$ cat config.mk
export PLATFORM = sky130hd
export DESIGN_NAME = tty_fifo_device
export DESIGN_NICKNAME = d
export VERILOG_FILES = /design/src/sv/tfd_pkg.sv /design/src/sv/tfd_ram.sv /design/src/sv/tfd_queue.sv /design/src/sv/tty_fifo_device.sv
export SDC_FILE = /design/constraint.sdc
export NUM_CORES = 2
export LEC_CHECK = 0
export ABC_AREA = 1
export BUFFER_PORTS_ARGS = -buffer_cell sky130_fd_sc_hd__buf_2
export CAP_MARGIN = 10
export CORE_UTILIZATION = 35
export CTS_CLUSTER_DIAMETER = 30
export CTS_CLUSTER_SIZE = 12
export DETAILED_ROUTE_END_ITERATION = 10
export SLEW_MARGIN = 20
export SYNTH_ARGS = -nofsm -noshare
export SYNTH_HDL_FRONTEND = slang
export SYNTH_HIERARCHICAL = 1
export SYNTH_SLANG_ARGS = --single-unit
$ cat constraint.sdc
create_clock -name i_clk -period 12.02 [get_ports i_clk]
set_input_delay 1.803 -clock i_clk [delete_from_list [all_inputs] [get_ports i_clk]]
set_output_delay 1.803 -clock i_clk [all_outputs]
set_load 0.02 [all_outputs]
$ cat src/sv/tfd_pkg.sv
// Shared constants, codes and types for the serial device with byte queues.
package tfd_pkg;

    localparam int FIFO_DEPTH = 256;
    localparam int RATE_SHIFT = 4;

    localparam int BYTE_W = 8;
    localparam int PTR_W  = (FIFO_DEPTH > 1) ? $clog2(FIFO_DEPTH) : 1;
    localparam int CNT_W  = $clog2(FIFO_DEPTH + 1);
    localparam int RATE_W = 3;
    // wide enough for the queue count plus one and for the byte limit
    localparam int CMP_W  = ((CNT_W > BYTE_W) ? CNT_W : BYTE_W) + 1;

    localparam logic [BYTE_W-1:0] LIMIT_RESET = 8'd255;

    typedef enum logic [1:0] {
        OP_READ  = 2'd0,
        OP_WRITE = 2'd1,
        OP_TICK  = 2'd2,
        OP_NONE  = 2'd3
    } t_op;

    localparam logic [BYTE_W-1:0] ADDR_CTRL     = 8'd0;
    localparam logic [BYTE_W-1:0] ADDR_RX_COUNT = 8'd1;
    localparam logic [BYTE_W-1:0] ADDR_TX_COUNT = 8'd2;
    localparam logic [BYTE_W-1:0] ADDR_DATA     = 8'd3;

    typedef struct packed {
        logic              push;
        logic              pop;
        logic [BYTE_W-1:0] data;
    } t_q_req;

endpackage

$ cat src/sv/tfd_ram.sv
// Generic single-write, single-read RAM with registered read data.
module tfd_ram #(
    parameter int WIDTH = 8,
    parameter int DEPTH = 256
) (
    input  logic                                       i_clk,
    input  logic                                       i_wr_en,
    input  logic [((DEPTH > 1) ? $clog2(DEPTH) : 1)-1:0] i_wr_addr,
    input  logic [WIDTH-1:0]                           i_wr_data,
    input  logic                                       i_rd_en,
    input  logic [((DEPTH > 1) ? $clog2(DEPTH) : 1)-1:0] i_rd_addr,
    output logic [WIDTH-1:0]                           o_rd_data
);

    logic [WIDTH-1:0] r_mem [DEPTH];
    logic [WIDTH-1:0] r_rd_data;

    always_ff @(posedge i_clk) begin
        if (i_wr_en) begin
            r_mem[i_wr_addr] <= i_wr_data;
        end
        if (i_rd_en) begin
            r_rd_data <= r_mem[i_rd_addr];
        end
    end

    assign o_rd_data = r_rd_data;

endmodule

$ cat src/sv/tfd_queue.sv
// One byte ring queue: head and count registers over a RAM, with drop-oldest at the limit.
module tfd_queue (
    input  logic                        i_clk,
    input  logic                        i_rst_n,
    input  tfd_pkg::t_q_req             i_req,
    input  logic [tfd_pkg::BYTE_W-1:0]  i_limit,
    output logic [tfd_pkg::CNT_W-1:0]   o_count,
    output logic [tfd_pkg::BYTE_W-1:0]  o_rd_data
);

    logic [tfd_pkg::PTR_W-1:0] r_head;
    logic [tfd_pkg::PTR_W-1:0] n_head;
    logic [tfd_pkg::CNT_W-1:0] r_count;
    logic [tfd_pkg::CNT_W-1:0] n_count;

    logic [tfd_pkg::PTR_W-1:0] head_inc;
    logic [tfd_pkg::CNT_W:0]   tail_sum;
    logic [tfd_pkg::PTR_W-1:0] tail_addr;
    logic [tfd_pkg::CMP_W-1:0] lim_eff;
    logic [tfd_pkg::CMP_W-1:0] count_plus;

    always_comb begin
        head_inc = (r_head == tfd_pkg::PTR_W'(tfd_pkg::FIFO_DEPTH - 1))
                 ? '0 : r_head + 1'b1;

        // ring slot behind the newest byte
        tail_sum = (tfd_pkg::CNT_W + 1)'(r_head) + (tfd_pkg::CNT_W + 1)'(r_count);
        if (tail_sum >= (tfd_pkg::CNT_W + 1)'(tfd_pkg::FIFO_DEPTH)) begin
            tail_addr = tfd_pkg::PTR_W'(tail_sum - (tfd_pkg::CNT_W + 1)'(tfd_pkg::FIFO_DEPTH));
        end else begin
            tail_addr = tfd_pkg::PTR_W'(tail_sum);
        end

        lim_eff = tfd_pkg::CMP_W'(i_limit);
        if (lim_eff > tfd_pkg::CMP_W'(tfd_pkg::FIFO_DEPTH)) begin
            lim_eff = tfd_pkg::CMP_W'(tfd_pkg::FIFO_DEPTH);
        end
        count_plus = tfd_pkg::CMP_W'(r_count) + 1'b1;

        n_head  = r_head;
        n_count = r_count;
        if (i_req.push) begin
            // at the limit the oldest byte goes: head advances, count holds
            if (count_plus >= lim_eff) begin
                n_head = head_inc;
            end else begin
                n_count = r_count + 1'b1;
            end
        end else if (i_req.pop) begin
            n_head  = head_inc;
            n_count = r_count - 1'b1;
        end
    end

    always_ff @(posedge i_clk) begin
        if (!i_rst_n) begin
            r_head  <= '0;
            r_count <= '0;
        end else begin
            r_head  <= n_head;
            r_count <= n_count;
        end
    end

    tfd_ram #(
        .WIDTH (tfd_pkg::BYTE_W),
        .DEPTH (tfd_pkg::FIFO_DEPTH)
    ) u_ram (
        .i_clk     (i_clk),
        .i_wr_en   (i_req.push),
        .i_wr_addr (tail_addr),
        .i_wr_data (i_req.data),
        .i_rd_en   (i_req.pop),
        .i_rd_addr (r_head),
        .o_rd_data (o_rd_data)
    );

    assign o_count = r_count;

endmodule

$ cat src/sv/tty_fifo_device.sv
// Top level of the terminal-style serial device with receive and transmit byte queues.
//
// Each input word is a bus read, a bus write or a byte-time tick, and yields
// exactly one result word. In the accept cycle the queue pointers and counts
// update and the queue RAM write or read is issued; in the next cycle the
// registered RAM read data is captured into the output register. The
// registered read of the queue RAMs sets this split, and the block takes no
// new word while one is in flight. The output register frees the input side
// as soon as the previous result is taken. Queue RAMs need no clearing after
// reset: only entries below the count are ever read. The fifo_limit register
// (reset 255) is written through i_cfg_wr_en/i_cfg_wr_data and applies to
// both queues.
module tty_fifo_device (
    input  logic       i_clk,
    input  logic       i_rst_n,
    // configuration
    input  logic       i_cfg_wr_en,
    input  logic [7:0] i_cfg_wr_data,
    // input words
    input  logic       i_in_valid,
    output logic       o_in_stall,
    input  logic [1:0] i_operation,
    input  logic [7:0] i_address,
    input  logic [7:0] i_write_data,
    input  logic       i_rx_valid,
    input  logic [7:0] i_rx_byte,
    // result words
    output logic       o_out_valid,
    input  logic       i_out_stall,
    output logic [7:0] o_read_data,
    output logic       o_tx_valid,
    output logic [7:0] o_tx_byte,
    output logic       o_bad_address
);

    // configuration and control register state
    logic [tfd_pkg::BYTE_W-1:0] r_fifo_limit;
    logic                       r_port_en;
    logic                       n_port_en;
    logic [tfd_pkg::RATE_W-1:0] r_rate;
    logic [tfd_pkg::RATE_W-1:0] n_rate;

    // word in flight: set in the accept cycle, resolved in the next cycle
    logic                       r_busy;
    logic                       r_pend_rx_pop;
    logic                       n_pend_rx_pop;
    logic [tfd_pkg::BYTE_W-1:0] r_pend_rdata;
    logic [tfd_pkg::BYTE_W-1:0] n_pend_rdata;
    logic                       r_pend_txv;
    logic                       n_pend_txv;
    logic                       r_pend_bad;
    logic                       n_pend_bad;

    // output register
    logic                       r_out_valid;
    logic [tfd_pkg::BYTE_W-1:0] r_read_data;
    logic                       r_tx_valid;
    logic [tfd_pkg::BYTE_W-1:0] r_tx_byte;
    logic                       r_bad_address;

    logic                       in_accept;
    logic                       out_take;
    tfd_pkg::t_op               op;
    tfd_pkg::t_q_req            rx_req;
    tfd_pkg::t_q_req            tx_req;
    logic [tfd_pkg::CNT_W-1:0]  rx_count;
    logic [tfd_pkg::CNT_W-1:0]  tx_count;
    logic [tfd_pkg::BYTE_W-1:0] rx_rd_data;
    logic [tfd_pkg::BYTE_W-1:0] tx_rd_data;
    logic                       addr_bad;

    // Stall while a word is in flight, or while a finished result is held back.
    assign o_in_stall = r_busy || (r_out_valid && i_out_stall);
    assign in_accept  = i_in_valid && !o_in_stall;
    assign out_take   = r_out_valid && !i_out_stall;

    assign op       = tfd_pkg::t_op'(i_operation);
    assign addr_bad = (i_address > tfd_pkg::ADDR_DATA);

    // Decode the accepted word: queue requests, control updates and the
    // parts of the result that do not depend on RAM read data.
    always_comb begin
        rx_req        = '0;
        tx_req        = '0;
        n_port_en     = r_port_en;
        n_rate        = r_rate;
        n_pend_rx_pop = 1'b0;
        n_pend_rdata  = '0;
        n_pend_txv    = 1'b0;
        n_pend_bad    = 1'b0;

        if (in_accept) begin
            case (op)
                tfd_pkg::OP_READ: begin
                    if (addr_bad) begin
                        n_pend_bad = 1'b1;
                    end else if (i_address == tfd_pkg::ADDR_CTRL) begin
                        n_pend_rdata = tfd_pkg::BYTE_W'(r_port_en)
                                     | (tfd_pkg::BYTE_W'(r_rate) << tfd_pkg::RATE_SHIFT);
                    end else if (i_address == tfd_pkg::ADDR_RX_COUNT) begin
                        n_pend_rdata = tfd_pkg::BYTE_W'(rx_count);
                    end else if (i_address == tfd_pkg::ADDR_TX_COUNT) begin
                        n_pend_rdata = tfd_pkg::BYTE_W'(tx_count);
                    end else begin
                        // data port: pop a receive byte, empty queue reads 0
                        if (rx_count != '0) begin
                            rx_req.pop    = 1'b1;
                            n_pend_rx_pop = 1'b1;
                        end
                    end
                end
                tfd_pkg::OP_WRITE: begin
                    if (addr_bad) begin
                        n_pend_bad = 1'b1;
                    end else if (i_address == tfd_pkg::ADDR_CTRL) begin
                        n_port_en = i_write_data[0];
                        n_rate    = tfd_pkg::RATE_W'(i_write_data >> tfd_pkg::RATE_SHIFT);
                    end else if (i_address == tfd_pkg::ADDR_DATA) begin
                        tx_req.push = 1'b1;
                        tx_req.data = i_write_data;
                    end
                    // count registers ignore writes
                end
                tfd_pkg::OP_TICK: begin
                    // send one queued byte when enabled, take one arriving byte
                    if (r_port_en && (tx_count != '0)) begin
                        tx_req.pop = 1'b1;
                        n_pend_txv = 1'b1;
                    end
                    if (i_rx_valid) begin
                        rx_req.push = 1'b1;
                        rx_req.data = i_rx_byte;
                    end
                end
                default: begin
                    // no effect, all-zero result
                end
            endcase
        end
    end

    tfd_queue u_rx_queue (
        .i_clk     (i_clk),
        .i_rst_n   (i_rst_n),
        .i_req     (rx_req),
        .i_limit   (r_fifo_limit),
        .o_count   (rx_count),
        .o_rd_data (rx_rd_data)
    );

    tfd_queue u_tx_queue (
        .i_clk     (i_clk),
        .i_rst_n   (i_rst_n),
        .i_req     (tx_req),
        .i_limit   (r_fifo_limit),
        .o_count   (tx_count),
        .o_rd_data (tx_rd_data)
    );

    // Control state, the in-flight flag and the output valid flag.
    always_ff @(posedge i_clk) begin
        if (!i_rst_n) begin
            r_fifo_limit <= tfd_pkg::LIMIT_RESET;
            r_port_en    <= 1'b0;
            r_rate       <= '0;
            r_busy       <= 1'b0;
            r_out_valid  <= 1'b0;
        end else begin
            if (i_cfg_wr_en) begin
                r_fifo_limit <= i_cfg_wr_data;
            end
            r_port_en <= n_port_en;
            r_rate    <= n_rate;
            r_busy    <= in_accept;
            // load when the in-flight word resolves, drop once taken
            if (r_busy) begin
                r_out_valid <= 1'b1;
            end else if (out_take) begin
                r_out_valid <= 1'b0;
            end
        end
    end

    // Pending result fields and the output payload.
    always_ff @(posedge i_clk) begin
        if (in_accept) begin
            r_pend_rx_pop <= n_pend_rx_pop;
            r_pend_rdata  <= n_pend_rdata;
            r_pend_txv    <= n_pend_txv;
            r_pend_bad    <= n_pend_bad;
        end
        if (r_busy) begin
            r_read_data   <= r_pend_rx_pop ? rx_rd_data : r_pend_rdata;
            r_tx_valid    <= r_pend_txv;
            r_tx_byte     <= r_pend_txv ? tx_rd_data : '0;
            r_bad_address <= r_pend_bad;
        end
    end

    assign o_out_valid   = r_out_valid;
    assign o_read_data   = r_read_data;
    assign o_tx_valid    = r_tx_valid;
    assign o_tx_byte     = r_tx_byte;
    assign o_bad_address = r_bad_address;

endmodule

==> flow_metrics.py <==
metrics = {
    "floorplanning": {
        "die_y_um": 704.5,
        "num_rows": 257,
        "die_x_um": 704.5,
        "start_util": 0.3520,
        "die_area_sq_mm": 0.4964,
        "io_pins": 60,
        "core_sq_mm": 0.4907,
    },
    "setup_path": {
        "worstRegToRegCells": 8,
        "critPathKind": "reg -> reg",
        "crit_path_start": "u_tx_queue/r_head[1]",
        "endpoint": "u_tx_queue/u_ram/r_mem[196][0]",
        "r2r-end": "u_tx_queue/u_ram/r_mem[196][0]",
        "r2r-start": "u_tx_queue/r_head[1]",
        "crit_arrival_ps": 6380,
        "worstPathMaxFanout": 74,
        "setup.worst_path.start_class": "register",
        "required_ps": 12690,
        "r2r_setup_slack_ps": 6310,
        "end_kind": "register",
    },
    "logic_synthesis": {
        "syn_nets": 14872,
        "ys_warn_count": 6,
        "synth-edff-count": 4141,
        "synth-compound-area-share": 0.002347,
        "synth.distinct_cells": 42,
        "synth_area_sq_mm": 0.1727,
        "synth_top_family_by_area": "simple AND/OR/NAND/NOR gates",
        "synth-xor-area-share": 0.002282,
        "synth_fa_ha_area_frac": 0.003940,
        "yosysSeqAreaShare": 0.7254,
        "synthSimpleGateAreaFrac": 0.2320,
        "synthFlopType": "edfxtp_1",
        "synthArstFlopShare": 0,
        "ys_seq_elements": 4189,
        "synthMuxAreaShare": 0.0005215,
        "avgSynthCellArea_sq_um": 11.69,
        "syn_inst": 14780,
    },
    "clocking": {
        "cts_setup_buffers": 0,
        "cts_hold_buf": 0,
        "cts_sinks": 4189,
        "h-tree-depth": 6,
        "clock_latency_ps": 1060,
        "clockBufferDepth": 4,
        "cts_buffers": 653,
        "post_cts_resized": 0,
        "path_clk_slew_ps": 50,
        "cts_root_buffer": "clkbuf_16",
        "cts_tree": "yes",
    },
    "job": {
        "cap_violations": 0,
    },
    "global_routing": {
        "antenna_found_initial": 16,
        "grt_pass1_wl_um": 710400,
        "met3_usage": 0.03501,
        "grt_pass1_vias": 109951,
        "track_usage": 0.1870,
        "grt_start_max_net_pins": 239,
        "overflow": 0,
        "grt_use_met2": 0.2886,
        "busiest_layer": "met2",
        "met1_usage": 0.2627,
    },
    "route": {
        "routed_wl_um": 483500,
        "drt-initial-drc-count": 14017,
        "drcViolationCount": 0,
        "via_count": 114590,
        "vias_per_cell": 5.281,
        "antenna_left": 0,
        "dr.pass1.iters": 6,
        "wire_per_inst_um": 22.28,
    },
    "sta": {
        "finalCriticalPeriod_ps": 5705,
        "fmax_ghz": 0.1753,
        "skew_ps": 38.51,
        "fin_hold_ws_ps": 427.1,
        "setup_violations": 0,
        "hold_violations": 0,
        "period_share": 0.4746,
        "fin_setup_tns_ps": 0,
        "grt_setup_unrepaired": "false",
        "tightest_slew_ps": 1289,
        "slew_headroom": 0.1405,
        "drv_slew": 0,
    },
    "cells_and_area": {
        "layout_commonest_cell": "nand2_1",
        "layout_common_cells": "nand2_1, edfxtp_1, nand3_1",
        "area_growth_pct": 15.93,
        "drive_gt1_frac": 0.09298,
        "final_nets": 14767,
        "fin_cells": 21697,
    },
    "power_and_ir_drop": {
        "p_per_area_mw_per_mm2": 175.9,
        "peakVddDrop_v": 0.0001370,
        "leakage_uw": 0.07074,
    },
    "hold_path": {
        "hold_class": "reg -> reg",
    },
    "place": {
        "place_inst": 20494,
        "dp_hpwl_um": 269400,
        "portBuffers": 59,
        "place_congestion": 0.8734,
    },
    "run_status": {
        "status": "complete, no violations",
    },
}
## routing by layer
layer	routed length, um	up-vias
li1	-	52290
met1	205000	55845
met2	215900	5473
met3	44220	972
met4	18290	10
met5	67	-
## cell usage after synthesis, types with 3 or more instances
| library cell | count | area share |
|---|---|---|
| nor2_4 | 8 | 0.00052 |
| a31oi_1 | 5 | 0.00018 |
| buf_1 | 82 | 0.0018 |
| nor3_1 | 6 | 0.00017 |
| nand4_1 | 10 | 0.00036 |
| mux2_2 | 8 | 0.00052 |
| nand3b_1 | 4 | 0.00017 |
| nand3_1 | 4124 | 0.12 |
| buf_6 | 34 | 0.0022 |
| xor2_1 | 30 | 0.0015 |
| nor2_2 | 9 | 0.00033 |
| inv_2 | 5 | 0.00011 |
| ha_1 | 48 | 0.0035 |
| inv_4 | 3 | 0.00011 |
| nand2_2 | 14 | 0.00051 |
| inv_1 | 199 | 0.0043 |
| buf_8 | 3 | 0.00026 |
| o21bai_1 | 4 | 0.00017 |
| edfxtp_1 | 4141 | 0.72 |
| nand2_1 | 4406 | 0.096 |
| o21ai_0 | 3 | 0.000087 |
| nand3_2 | 4 | 0.00023 |
| buf_4 | 93 | 0.0040 |
| xnor2_1 | 15 | 0.00076 |
| a21oi_2 | 4 | 0.00020 |
| clkbuf_1 | 229 | 0.0050 |
| dfxtp_1 | 48 | 0.0056 |
| fa_1 | 4 | 0.00046 |
| buf_2 | 537 | 0.016 |
| a21oi_1 | 50 | 0.0014 |
| nor2_1 | 635 | 0.014 |
## critical path, cell delays in order, from the launching register on
cell     delay (ps)
dfxtp_4         620
buf_4           710
inv_1           140
fa_1            460
o21ai_0         320
xor2_1          190
nor2_1          920
nand3_1        1050
nor2_1          890
## stage by stage
step                        util  power (uW)  setup slack [ps]  cell area [sq um]
after global routing      0.4081       36070              6050             200300
after detailed placement  0.3625       16540              5970             177900
final                     0.4081       35220              6315             200300
after global placement    0.3625       16540              6022             177900
after CTS                 0.4080       35420              6361             200200
after floorplan                -       16410              2147             172700
## cell type report
type | count | area [sq um]
multi-input cells | 9404 | 41820
repair buffers | 219 | 1795
inverters | 208 | 852.1
flip-flops and latches | 4189 | 125400
fillers | 45470 | 290400
well taps | 6475 | 8102
clock inverters | 478 | 5439
diodes | 3 | 7.507
clock buffers | 721 | 16890
## worst min-delay path by stage
stage               start       endpoint  slack [ps]  cells past startpoint
2_1_floorplan  r_pend_bad  o_bad_address         400                      0
3_3_place_gp   r_pend_bad  o_bad_address         410                      0
3_5_place_dp   r_pend_bad  o_bad_address         420                      0
4_1_cts        r_pend_bad  o_bad_address         430                      0
5_1_grt        r_pend_bad  o_bad_address         450                      0
6_report       r_pend_bad  o_bad_address         430                      0
## sequential cells by signal (all words and copies together) (netlist names), 3 cells and up
name	cells
o_tx_byte	8
r_fifo_limit	8
u_rx_queue/u_ram/o_rd_data	8
u_tx_queue/r_head	8
o_read_data	8
u_rx_queue/r_head	8
u_tx_queue/u_ram/o_rd_data	8
u_tx_queue/o_count	9
u_rx_queue/u_ram/r_mem	2048
u_tx_queue/u_ram/r_mem	2048
r_rate	3
u_rx_queue/o_count	9
r_pend_rdata	8
## report_power, final
part           internal [uW]  switching, uW
combinational           83.9            295
clock                  12000           6990
sequential             15900           14.4
## cell families after synthesis
family,after synthesis
and+or+nand+nor,9228
buffers and inverters,1187
xor gates and xnor gates,45
adders and majority gates,52
DFF,4189
AOI/OAI and AO/OA,71
muxes,8
(Power assumes the default switching activity.)
